**config.mk**
```make
export PLATFORM = sky130hd
export DESIGN_NAME = ffsa_cell
export DESIGN_NICKNAME = d
export VERILOG_FILES = /design/src/hw/rtl/ffsa_pkg.sv /design/src/hw/rtl/ffsa_cell.sv
export SDC_FILE = /design/constraint.sdc
export NUM_CORES = 1
export LEC_CHECK = 0
export ABC_AREA = 1
export CORE_AREA = 2 2 146 148
export CTS_CLUSTER_SIZE = 25
export DETAILED_ROUTE_END_ITERATION = 7
export DIE_AREA = 0 0 148 150
export DONT_BUFFER_PORTS = 1
export GPL_TIMING_DRIVEN = 0
export PLACE_DENSITY_LB_ADDON = 0.12
export SLEW_MARGIN = 10
export SYNTH_ARGS = -nofsm -noshare
export SYNTH_HDL_FRONTEND = slang
export SYNTH_SLANG_ARGS = --single-unit
```
**constraint.sdc**
```tcl
create_clock -name i_clk -period 10.1 [get_ports i_clk]
set_input_delay 0.505 -clock i_clk [delete_from_list [all_inputs] [get_ports i_clk]]
set_output_delay 0.505 -clock i_clk [all_outputs]
set_load 0.02 [all_outputs]
```
**src/hw/rtl/ffsa_pkg.sv**
```systemverilog
// Package: shared types and constants of the first-fit segment allocator.
`timescale 1ns / 1ps
`default_nettype none
package ffsa_pkg;

    localparam int DEF_MAX_SEGMENTS = 64;
    localparam int DATA_W           = 32;
    localparam int CFG_IDX_W        = 2;
    localparam logic [DATA_W-1:0] TOTAL_SIZE_RST = 32'd65536;

    typedef enum logic [CFG_IDX_W-1:0] {
        REG_TOTAL_SIZE     = 2'd0,
        REG_ALIGNMENT_LOG2 = 2'd1
    } t_reg_idx;

    typedef enum logic {
        OP_ALLOCATE = 1'b0,
        OP_FREE     = 1'b1
    } t_opcode;

    typedef enum logic [1:0] {
        ST_OK          = 2'd0,
        ST_NO_SPACE    = 2'd1,
        ST_TABLE_FULL  = 2'd2,
        ST_UNKNOWN_OFF = 2'd3
    } t_status;

    typedef enum logic [2:0] {
        CM_HOLD,
        CM_ROTATE,
        CM_INIT,
        CM_UPDATE,
        CM_INSERT
    } t_cell_mode;

    typedef enum logic [2:0] {
        S_IDLE,
        S_PRE,
        S_SCAN,
        S_DECIDE,
        S_MERGE,
        S_EDIT,
        S_DONE
    } t_state;

    typedef struct packed {
        logic [DATA_W-1:0] off;
        logic [DATA_W-1:0] size;
        logic              free;
    } t_seg;

    typedef struct packed {
        t_cell_mode        mode;
        logic [1:0]        drop;
        logic [DATA_W-1:0] wr_size;
        logic              wr_free;
        logic [DATA_W-1:0] ins_off;
        logic [DATA_W-1:0] ins_size;
    } t_cell_ctl;

endpackage
`default_nettype wire

```
**src/hw/rtl/ffsa_cell.sv**
```systemverilog
// Module: one table cell of the segment ring, holding a single segment entry.
`timescale 1ns / 1ps
`default_nettype none
module ffsa_cell #(
    parameter int IDX_W = 6,
    parameter int IDX   = 0
) (
    input  wire                       i_clk,
    input  wire ffsa_pkg::t_cell_ctl  i_ctl,
    input  wire [IDX_W-1:0]           i_tgt,
    input  wire [IDX_W-1:0]           i_tgt1,
    input  wire ffsa_pkg::t_seg       i_up,
    input  wire ffsa_pkg::t_seg       i_up2,
    input  wire ffsa_pkg::t_seg       i_dn,
    output ffsa_pkg::t_seg            o_seg
);
    localparam logic [IDX_W-1:0] K = IDX_W'(IDX);

    ffsa_pkg::t_seg r_seg;

    always_ff @(posedge i_clk) begin
        unique case (i_ctl.mode)
            ffsa_pkg::CM_HOLD: begin
            end
            ffsa_pkg::CM_ROTATE: begin
                r_seg <= i_up;
            end
            ffsa_pkg::CM_INIT: begin
                if (IDX == 0) begin
                    r_seg.off  <= '0;
                    r_seg.size <= i_ctl.wr_size;
                    r_seg.free <= 1'b1;
                end
            end
            ffsa_pkg::CM_UPDATE: begin
                if (K == i_tgt) begin
                    r_seg.size <= i_ctl.wr_size;
                    r_seg.free <= i_ctl.wr_free;
                end else if (K > i_tgt) begin
                    // close the gap left by merged neighbors
                    if (i_ctl.drop == 2'd1) begin
                        r_seg <= i_up;
                    end else if (i_ctl.drop == 2'd2) begin
                        r_seg <= i_up2;
                    end
                end
            end
            ffsa_pkg::CM_INSERT: begin
                if (K == i_tgt) begin
                    r_seg.size <= i_ctl.wr_size;
                    r_seg.free <= i_ctl.wr_free;
                end else if (K == i_tgt1) begin
                    r_seg.off  <= i_ctl.ins_off;
                    r_seg.size <= i_ctl.ins_size;
                    r_seg.free <= 1'b1;
                end else if (K > i_tgt1) begin
                    r_seg <= i_dn;
                end
            end
            default: begin
            end
        endcase
    end

    assign o_seg = r_seg;
endmodule
`default_nettype wire

```
---- Word level (Yosys, flattened, before mapping) ----
Index checks and enable logic that the tools add are counted.
operators by class
  $add $sub $neg .......................... 0
  multipliers ............................. 0
  divide/modulo/power cells ............... 0
  order comparisons ....................... 2
  eq/ne operators ......................... 14
  shift operators ......................... 0
  multiplexer cells ....................... 10
  bitwise logic cells ..................... 0
  reduce and logical (&&, ||, !) cells .... 5
operators with widths
  operator                                           number
  two-way mux 65 bit                                 5
  case mux 65 bit (4 select lines)                   1
  two-way mux 33 bit                                 2
  two-way mux 32 bit                                 2
  > comparator 1 x 6 -> 1 bit, first input constant  2
  zero test 6 bit                                    2
  != test 3 bit, second input constant               3
  != test 4 bit, second input constant               2
  == test 3 x 2 -> 1 bit, second input constant      2
  != test 2 bit, second input constant               3
  AND reduction 6 bit                                1
  AND reduction 4 bit                                1
  nonzero test 4 bit                                 1
  == test 3 x 1 -> 1 bit, second input constant      1
  == test 3 bit, second input constant               1
  == test 2 x 1 -> 1 bit, second input constant      1
  == test 2 bit, second input constant               1
word-level totals
  bits in registers ....................... 65
  latch bits .............................. 0
  bits in writable memories ............... 0
  bits in read-only memories .............. 0
  input bits .............................. 310
  output and inout port bits .............. 65
  memories kept ........................... 0

---- Depth between registers and ports, before layout ----
Gate-level depths: netlist of the first run.
  depth after elaboration ................. 6
  gate-level depth with buffers ........... 10
  depth with buffers taken out ............ 8

---- Worst setup path after synthesis of the first run ----
Ideal clock, no wire load.
  path type ............................... input to register
  start ................................... input i_tgt1[5]
  end ..................................... register r_seg (netlist bit o_seg[33]), enable pin
  arrival time ............................ 3.468 ns
  required time ........................... 9.630 ns
  path slack .............................. 6.162 ns
  stages on the path ...................... 6
  cell sequence ........................... nor2_2 -> nand3_1 -> buf_6 -> inv_2 -> nand2_1 -> a211oi_1
between the ends
  word-level cells in the longest chain between the ends .. 3
  elaborated cells between the ends (all ways) .. 4
  classes of those cells .................. order compare (1); eq/ne (1); reduce/logical (2)
ends and longest elaborated chain
  what                                                            RTL line                          RTL
  start: declaration                                              ffsa_cell.sv:11                   input wire [IDX_W-1:0] i_tgt1,
  > comparator 1 x 6 -> 1 bit or zero test 6 bit (tied branches)  ffsa_cell.sv:56, ffsa_cell.sv:52
  != test 3 bit (no source line) (*)                              -
  AND reduction 6 bit (no source line) (*)                        -
  end signal: assignment                                          ffsa_cell.sv:42                   r_seg <= i_up;
  end signal: assignment                                          ffsa_cell.sv:44                   r_seg <= i_up2;
  end signal: assignment                                          ffsa_cell.sv:57                   r_seg <= i_dn;
  end: declaration                                                ffsa_cell.sv:19                   ffsa_pkg::t_seg r_seg;
Every way passes the cells marked *; elsewhere a longest branch is shown, timed or not.
A chain may end at the register's enable or synchronous reset.

---- Worst setup path in the final report of the first run ----
  start ................................... input i_tgt1[5]
  end ..................................... register r_seg (netlist bit o_seg[1]), enable pin
between the ends
  word-level cells in the longest chain between the ends .. 3
  elaborated cells between the ends (all ways) .. 4
  classes of those cells .................. order compare (1); eq/ne (1); reduce/logical (2)
ends and longest elaborated chain
  what                                                            RTL line
  > comparator 1 x 6 -> 1 bit or zero test 6 bit (tied branches)  ffsa_cell.sv:56, ffsa_cell.sv:52
  != test 4 bit (no source line) (*)                              -
  AND reduction 4 bit (no source line) (*)                        -
Marks and branches as above.

==> results of run 1 <==
==> path summary, 6_finish.rpt <==
kind | cells past startpoint | to | start | slack, ps
worst min-delay path | 2 | o_seg[15]$_DFFE_PP_ | i_ctl[79] | 370
worst max-delay path | 7 | o_seg[1]$_DFFE_PP_ | i_tgt1[5] | 7640
==> cell usage after synthesis (6+ instances only) <==
cell type,n
buf_1,6
nand2_1,423
clkbuf_1,21
o21ai_0,33
nor2_1,69
o21ai_1,33
edfxtp_1,65
mux2i_1,32
inv_2,6
buf_2,28
o211ai_1,32
inv_1,35
nand4_1,64
==> cells by family after synthesis <==
group / count (synthesis)
AO/OA/AOI/OAI: 103
adder cells (fa/ha/maj): 1
buffers and inverters: 102
flip-flops: 65
multiplexers: 32
AND/OR/NAND/NOR: 564
==> worst max-delay path, cell delays in order <==
cell and delay [ps]:
nor2_2 380, nand3_1 200, buf_6 210, inv_2 150, nand2_1 170, a31oi_4 620
buf_16 250
==> stage by stage <==
step                power [mW]   util
global route             0.928  0.308
floorplan                0.518      -
global placement         0.573  0.289
CTS                      0.899  0.308
detailed placement       0.577  0.294
finish                   0.886  0.308
==> placed cells by master, fill, tap and decap left out, types with 2 or more instances in the layout <==
master      netlist  layout
a21oi_1           2       2
buf_1             6       6
buf_16            0       2
buf_2            28      28
buf_4             3       3
buf_6             3       3
clkbuf_1         21      22
clkbuf_16         0       9
clkinv_2          0       2
clkinvlp_4        0       2
edfxtp_1         65      65
inv_1            35      35
inv_2             6       6
mux2i_1          32      32
nand2_1         423     423
nand3_1           2       2
nand4_1          64      64
nor2_1           69      69
nor2_2            3       3
o211ai_1         32      32
o21ai_0          33      33
o21ai_1          33      33
==> report_power, final <==
group          switching (mW)  total (mW)  internal, mW
clock                   0.129       0.318         0.190
sequential             0.0720       0.422         0.350
combinational          0.0916       0.145        0.0535
total                   0.292       0.886         0.594
==> area by class of cell <==
type,count,area (µm²),share of cell area
tap,275,344,0.0540
timing repair buffer,3,70.1,0.0110
sequential,65,1950,0.307
buffer,61,298,0.0468
clock buffer,10,229,0.0360
multi-input combinational,700,3260,0.512
clock inverter,6,58.8,0.00924
inverter,41,154,0.0242
antenna,1,2.50,0.000393
==> layer usage <==
metal / part of all wire / GRT usage
met4: 0.025 / 0.0719
met1: 0.38 / 0.248
met3: 0.092 / 0.0729
met5: 0 / 0
met2: 0.50 / 0.384
==> impl_metrics.ini, run 1 <==
[synth]
synthTopCellsByArea = edfxtp_1 (35%), nand2_1 (28%), nand4_1 (7.1%)
synth_cells = 867
synth_top_area_share = 0.346
synthMuxAreaShare = 0.0568
synthAdderAreaFrac = 0.00222
synthSimpleGateAreaFrac = 0.408
synth_top_area_cell = edfxtp_1
synth_area_um2 = 5640
synth_warnings = 0
synth_top_family_by_area = simple AND/OR/NAND/NOR gates
synth_edf_count = 65
ys_seq_area_frac = 0.346
ys_types = 25
synth-async-reset-ratio = 0
synth_compound_area_frac = 0.107
synthXorXnorAreaFrac = 0
syn_area_per_cell_um2 = 6.50
syn-num-nets = 1178
synth_ff_type = edfxtp_1
synth_seq_cells = 65

[clock_tree]
cts_buffers = 9
cts_resized = 0
postCtsSetupRepairBufs = 0
clkTransAtPathRegs_ps = 60
cts_root_buffer = clkbuf_16
clk_path_buf_depth = 2
cts_sinks = 65
cts_tree = yes
ctsHoldBuffers = 0
htree_levels = 3

[placed_design]
pre_cts_slack_ps = 7230
portBuffers = 0
place_area_um2 = 6080
hpwl_um = 19300
gp_congestion = 0.860
dpl.cell_count = 1145

[global_routing]
groute.usage.overall = 0.218
antenna_found_initial = 1
grt_max_degree = 19
grt_pass1_vias = 6001
grt_overflow = 0
grt_pass1_wl_um = 36100

[finish]
final_area_um2 = 6370
final_nets = 1192
drive_above_1_share = 0.0722
nFillCells = 2353
largest_register_ffs = 65
area_delta_synth_final_pct = 13.0
final_cell_count_no_fill = 1162

[sta]
setup-tns-final_ps = 0
finalCriticalPeriod_ps = 2460
max_freq_mhz = 406
post-route-worst-setup-slack_ps = 7640
max_slew_margin = 0.510
tightest_slew_ps = 736
hold_ws_ps = 370
rsz0062_at_grt = false
drv_slew = 0
finalHoldViolations = 0
finalSetupViolations = 0
fin_crit_sh = 0.244

[floorplanning]
fp.coreArea_um2 = 20700
die_area_um2 = 22200
start_util = 0.272
die_y_um = 150
io_pins = 375
die_width_um = 148
fp-row-count = 53

[drt]
route.detailed.drc = 0
viasPerCell = 5.08
routed_wl_um = 24900
wl_per_cell_um = 21.4
drt.antenna.violating_nets = 0
vias = 5901
drt_iter0_drc = 230
first_pass_iters = 5

[worst_setup_path]
crit_required_ps = 10140
worstSetupStartpointType = input pin
crit_arrival_ps = 2500
path_max_fanout = 18
cp-end-kind = flip-flop
critical_path_class = in -> reg

[flow_run]
cap_violations = 0

[power]
power_density_nw_per_um2 = 139
leakagePower_nw = 2.82
vdd_drop_max_mv = 0.0487

[run_status]
status = completed

[worst_hold_path]
hold_path.class = in -> reg
(Power assumes the default switching activity.)
==> run 2, diff against run 1 <==
--- a/config.mk
+++ b/config.mk
@@ -6,10 +6,10 @@
 export NUM_CORES = 1
 export LEC_CHECK = 0
 export ABC_AREA = 1
-export CORE_AREA = 2 2 146 148
+export CORE_AREA = 2 2 147 149
 export CTS_CLUSTER_SIZE = 25
 export DETAILED_ROUTE_END_ITERATION = 7
-export DIE_AREA = 0 0 148 150
+export DIE_AREA = 0 0 149 151
 export DONT_BUFFER_PORTS = 1
 export GPL_TIMING_DRIVEN = 0
 export PLACE_DENSITY_LB_ADDON = 0.12
==> constraint.sdc (replaced) <==
create_clock -name i_clk -period 2.14 [get_ports i_clk]
set_input_delay 0.107 -clock i_clk [delete_from_list [all_inputs] [get_ports i_clk]]
set_output_delay 0.107 -clock i_clk [all_outputs]
set_load 0.02 [all_outputs]
==> run 2 against run 1 <==
Effect of this change: first-iteration DRC count is 39% higher; global-route usage is 0.57 points higher; total power grew to 5.4 times the previous value; critical path depth is 1 higher; critical path type unchanged; critical endpoint is now o_seg[34]$_DFFE_PP_; largest cell class unchanged; largest power group unchanged.
==> impl_metrics.ini, run 2 (same netlist as run 1, synthesis figures left out) <==
[clock_tree]
cts_buffers = 9
clkTransAtPathRegs_ps = 60
cts_sinks = 65
cts_tree = yes
htree_levels = 3
cts_root_buffer = clkbuf_16
clk_path_buf_depth = 2

[worst_hold_path]
worstHoldPathCells = 2
min_from = i_up[33]
min_to = o_seg[33]$_DFFE_PP_
hold_path.class = in -> reg

[worst_setup_path]
worst_path_largest_cell_delay_ps = 570
worstPathCellList = inv_1 -> ha_1 -> buf_2 -> buf_4 -> buf_2 -> mux2i_1 -> o211ai_1 -> dlygate4sd3_1
critical_path_class = in -> reg
cpMaxStageDelayCell = dlygate4sd3_1
crit_arrival_ps = 2050
worstSetupStartpointType = input pin
path_delay_family = buffers and inverters
crit_buf_inv = 5
crit_required_ps = 2230
cp-end-kind = flip-flop
crit_top_cell = buf_2
path_max_fanout = 10

[drt]
routed_wl_um = 26200
wl_per_cell_um = 20.7
viasPerCell = 5.06
drt.antenna.violating_nets = 0
first_pass_iters = 5
drt_iter0_drc = 319
route.detailed.drc = 0
vias = 6394

[floorplanning]
fp.coreArea_um2 = 20800
die_area_um2 = 22500
fp-row-count = 53
start_util = 0.271
io_pins = 375
die_width_um = 149
die_y_um = 151

[global_routing]
grt_overflow = 0
antenna_found_initial = 2
groute.usage.overall = 0.224
grt_pass1_wl_um = 37500
grt_pass1_vias = 6450
grt_max_degree = 18

[power]
power.total_mw = 4.77
clkPwrFrac = 0.393
p_comb_frac = 0.189
power_frac_seq = 0.418
p_int_mw = 3.34
vdd_drop_max_mv = 0.275
sw_frac_of_total = 0.300
leakagePower_nw = 3.31
power_density_nw_per_um2 = 640
power_switching_mw = 1.43

[placed_design]
gp_congestion = 0.844
pre_cts_slack_ps = -365
place_area_um2 = 6060
portBuffers = 0
hpwl_um = 19400

[finish]
final_area_um2 = 7450
seq_area_um2 = 1950
multi_input_area_um2 = 3270
final_cell_mix = nand2_1 (423), dlygate4sd3_1 (99), nor2_1 (69)
largest_register_ffs = 65
final_common_cell = nand2_1
final_nets = 1293
area_delta_synth_final_pct = 32.3
nFillCells = 2329
drive_above_1_share = 0.0699

[sta]
finalSetupViolations = 0
max_freq_mhz = 512
tightest_slew_ps = 640
fin_crit_sh = 0.913
max_slew_margin = 0.573
post-route-worst-setup-slack_ps = 186
finalHoldViolations = 0
finalCriticalPeriod_ps = 1950
drv_slew = 0
rsz0062_at_grt = false

[flow_run]
cap_violations = 0

[run_status]
status = completed
-- run 2: routing by layer --
metal,track usage,wire [µm],up-vias
met5,0,0,-
met4,0.0767,599,0
met3,0.0696,2280,35
met2,0.402,13200,287
met1,0.251,10100,2949
li1,-,-,3123
-- run 2: power by group through the flow --
stage | clock, mW | combinational [mW] | sequential [mW]
5_1_grt | 1.98 | 1.01 | 2.01
6_report | 1.88 | 0.900 | 1.99
2_1_floorplan | 0 | 0.489 | 1.96
3_3_place_gp | 0 | 0.664 | 2.04
4_1_cts | 1.94 | 0.902 | 2.00
3_5_place_dp | 0 | 0.688 | 2.03
-- run 2: layout make-up --
class,instances,area share
multi-input cells,700,0.439
inverters,41,0.0206
repair buffers,104,0.143
diodes,2,0.000671
well taps,275,0.0462
clock buffers,9,0.0302
flip-flops and latches,65,0.262
plain buffers,61,0.0403
clock inverters,7,0.0190
-- run 2: per-stage QoR --
step	cells	hold WS, ps	setup TNS (ps)	utilization
after global placement	1142	322	-51980	0.288
final	1264	8.22	0	0.358
after global routing	1264	19.5	0	0.358
after CTS	1262	1.28	0	0.357
after floorplan	867	313	0	-
after detailed placement	1145	322	-14180	0.291
-- run 2: how the worst max path moves through the flow --
stage / start / endpoint / cells after the start
floorplan: i_tgt1[5] / o_seg[33]$_DFFE_PP_ / 6
global placement: i_tgt1[5] / o_seg[55]$_DFFE_PP_ / 6
detailed placement: i_tgt1[5] / o_seg[24]$_DFFE_PP_ / 7
CTS: i_tgt1[5] / o_seg[33]$_DFFE_PP_ / 8
global route: i_tgt1[2] / o_seg[33]$_DFFE_PP_ / 8
finish: i_ctl[98] / o_seg[34]$_DFFE_PP_ / 8
-- run 2: what timing repair did --
item / in CTS / in global routing
endpoints found under the setup margin: 4 / 20
cloned: 0 / 0
gates resized for setup: 0 / 6
endpoints found under the hold margin: 54 / 0
hold buffers: 99 / 0
buffers inserted: 2 / 0
pin swaps: 1 / 0
==> run 3, diff against run 2 <==
--- a/config.mk
+++ b/config.mk
@@ -6,10 +6,11 @@
 export NUM_CORES = 1
 export LEC_CHECK = 0
 export ABC_AREA = 1
-export CORE_AREA = 2 2 147 149
+export CORE_AREA = 2 2 145 147
+export CTS_CLUSTER_DIAMETER = 80
 export CTS_CLUSTER_SIZE = 25
 export DETAILED_ROUTE_END_ITERATION = 7
-export DIE_AREA = 0 0 149 151
+export DIE_AREA = 0 0 147 149
 export DONT_BUFFER_PORTS = 1
 export GPL_TIMING_DRIVEN = 0
 export PLACE_DENSITY_LB_ADDON = 0.12
==> constraint.sdc (replaced) <==
create_clock -name i_clk -period 2.4 [get_ports i_clk]
set_input_delay 0.12 -clock i_clk [delete_from_list [all_inputs] [get_ports i_clk]]
set_output_delay 0.12 -clock i_clk [all_outputs]
set_load 0.02 [all_outputs]
==> run 3 against run 2 <==
Effect of this change: total power is 16% lower; critical path depth up 2; via count fell by 2.8%; setup slack better by 170 ps; routed wire length down 2.6%; global-route usage grew 0.20 points; sequential power fell by 11%; combinational power fell by 18%; sequential cell count unchanged; critical path type unchanged; critical endpoint is now o_seg[4]$_DFFE_PP_; largest cell class unchanged; largest power group unchanged; highest routed layer unchanged.
==> impl_metrics.ini, run 3 (same netlist as run 1, synthesis figures left out) <==
[clock_tree]
clk_path_buf_depth = 2
ctsHoldBuffers = 70
cts_resized = 0
postCtsSetupRepairBufs = 0
cts_root_buffer = clkbuf_16
cts_tree = yes
htree_levels = 3
cts_buffers = 9
cts_sinks = 65
clkTransAtPathRegs_ps = 60

[worst_setup_path]
cpMaxStageDelayCell = dlygate4sd3_1
crit_arrival_ps = 2130
cp-end-kind = flip-flop
critical_path_class = in -> reg
crit_top_cell = nand2_1
crit_buf_inv = 4
path_delay_family = buffers and inverters
crit_required_ps = 2490
worst_path_largest_cell_delay_ps = 550
worstSetupStartpointType = input pin
worstPathCellList = inv_1 -> ha_1 -> buf_2 -> clkbuf_1 -> o21ai_0 -> nand2_1 -> nand2_1 -> nand2_1 -> nand4_1 -> dlygate4sd3_1
path_max_fanout = 10

[finish]
area_delta_synth_final_pct = 26.0
final_cell_mix = nand2_1 (423), dlygate4sd3_1 (70), nor2_1 (69)
final_common_cell = nand2_1
largest_register_ffs = 65
nFillCells = 2273
drive_above_1_share = 0.0680
multi_input_area_um2 = 3260
seq_area_um2 = 1950
final_nets = 1262
final_cell_count_no_fill = 1233

[sta]
rsz0062_at_grt = false
finalCriticalPeriod_ps = 2050
finalHoldViolations = 0
setup-tns-final_ps = 0
tightest_slew_ps = 726
max_freq_mhz = 489
max_slew_margin = 0.516
finalSetupViolations = 0
fin_crit_sh = 0.853
drv_slew = 0

[drt]
route.detailed.drc = 0
routed_wl_um = 25500
drt_iter0_drc = 271
wl_per_cell_um = 20.7
first_pass_iters = 5
viasPerCell = 5.04
drt.antenna.violating_nets = 0
vias = 6216

[placed_design]
gp_congestion = 0.832
portBuffers = 0
hpwl_um = 19100
dpl.cell_count = 1145

[power]
vdd_drop_max_mv = 0.248
leakagePower_nw = 3.14
power_density_nw_per_um2 = 561

[global_routing]
groute.usage.overall = 0.226
grt_pass1_vias = 6439
grt_max_degree = 20
grt_overflow = 0
antenna_found_initial = 2
grt_pass1_wl_um = 37600

[flow_run]
cap_violations = 0

[floorplanning]
io_pins = 375
start_util = 0.274
fp-row-count = 53
fp.coreArea_um2 = 20600
die_y_um = 149
die_area_um2 = 21900
die_width_um = 147

[worst_hold_path]
hold_path.class = in -> reg

[run_status]
status = completed
[run 3: layer usage]
metal,track usage,vias to the layer above,wire (µm)
li1,-,3056,-
met1,0.256,2847,9920
met2,0.401,283,12800
met3,0.0740,30,2300
met4,0.0774,0,507
met5,0,-,0
[run 3: report_power, final]
group	switching, mW	leakage [nW]	internal (mW)
logic	0.409	2.37	0.329
clock network	0.562	0.153	0.911
registers	0.302	0.617	1.47
[run 3: area by class of cell]
class                      count  area share
antenna                        2    0.000705
buffer                        61      0.0419
clock buffer                   9      0.0317
clock inverter                 7      0.0132
inverter                      41      0.0217
multi-input combinational    700       0.459
sequential                    65       0.275
tap                          275      0.0484
timing repair buffer          73       0.109
[run 3: final timing paths]
check	slack [ps]	startpoint	cells after the start	end
hold / removal	8	i_up[15]	2	o_seg[15]$_DFFE_PP_
setup / recovery	350	i_ctl[98]	10	o_seg[4]$_DFFE_PP_
[run 3: stage by stage]
stage	util	instance area, µm²	worst slack, ps	hold WS, ps	total power, mW
finish	0.345	7100	353	8.30	3.99
global route	0.345	7100	162	4.52	4.18
CTS	0.345	7100	296	0.762	4.04
detailed placement	0.296	6080	-20.8	336	2.42
global placement	0.292	6000	-997	335	2.40
floorplan	-	5650	205	326	2.18
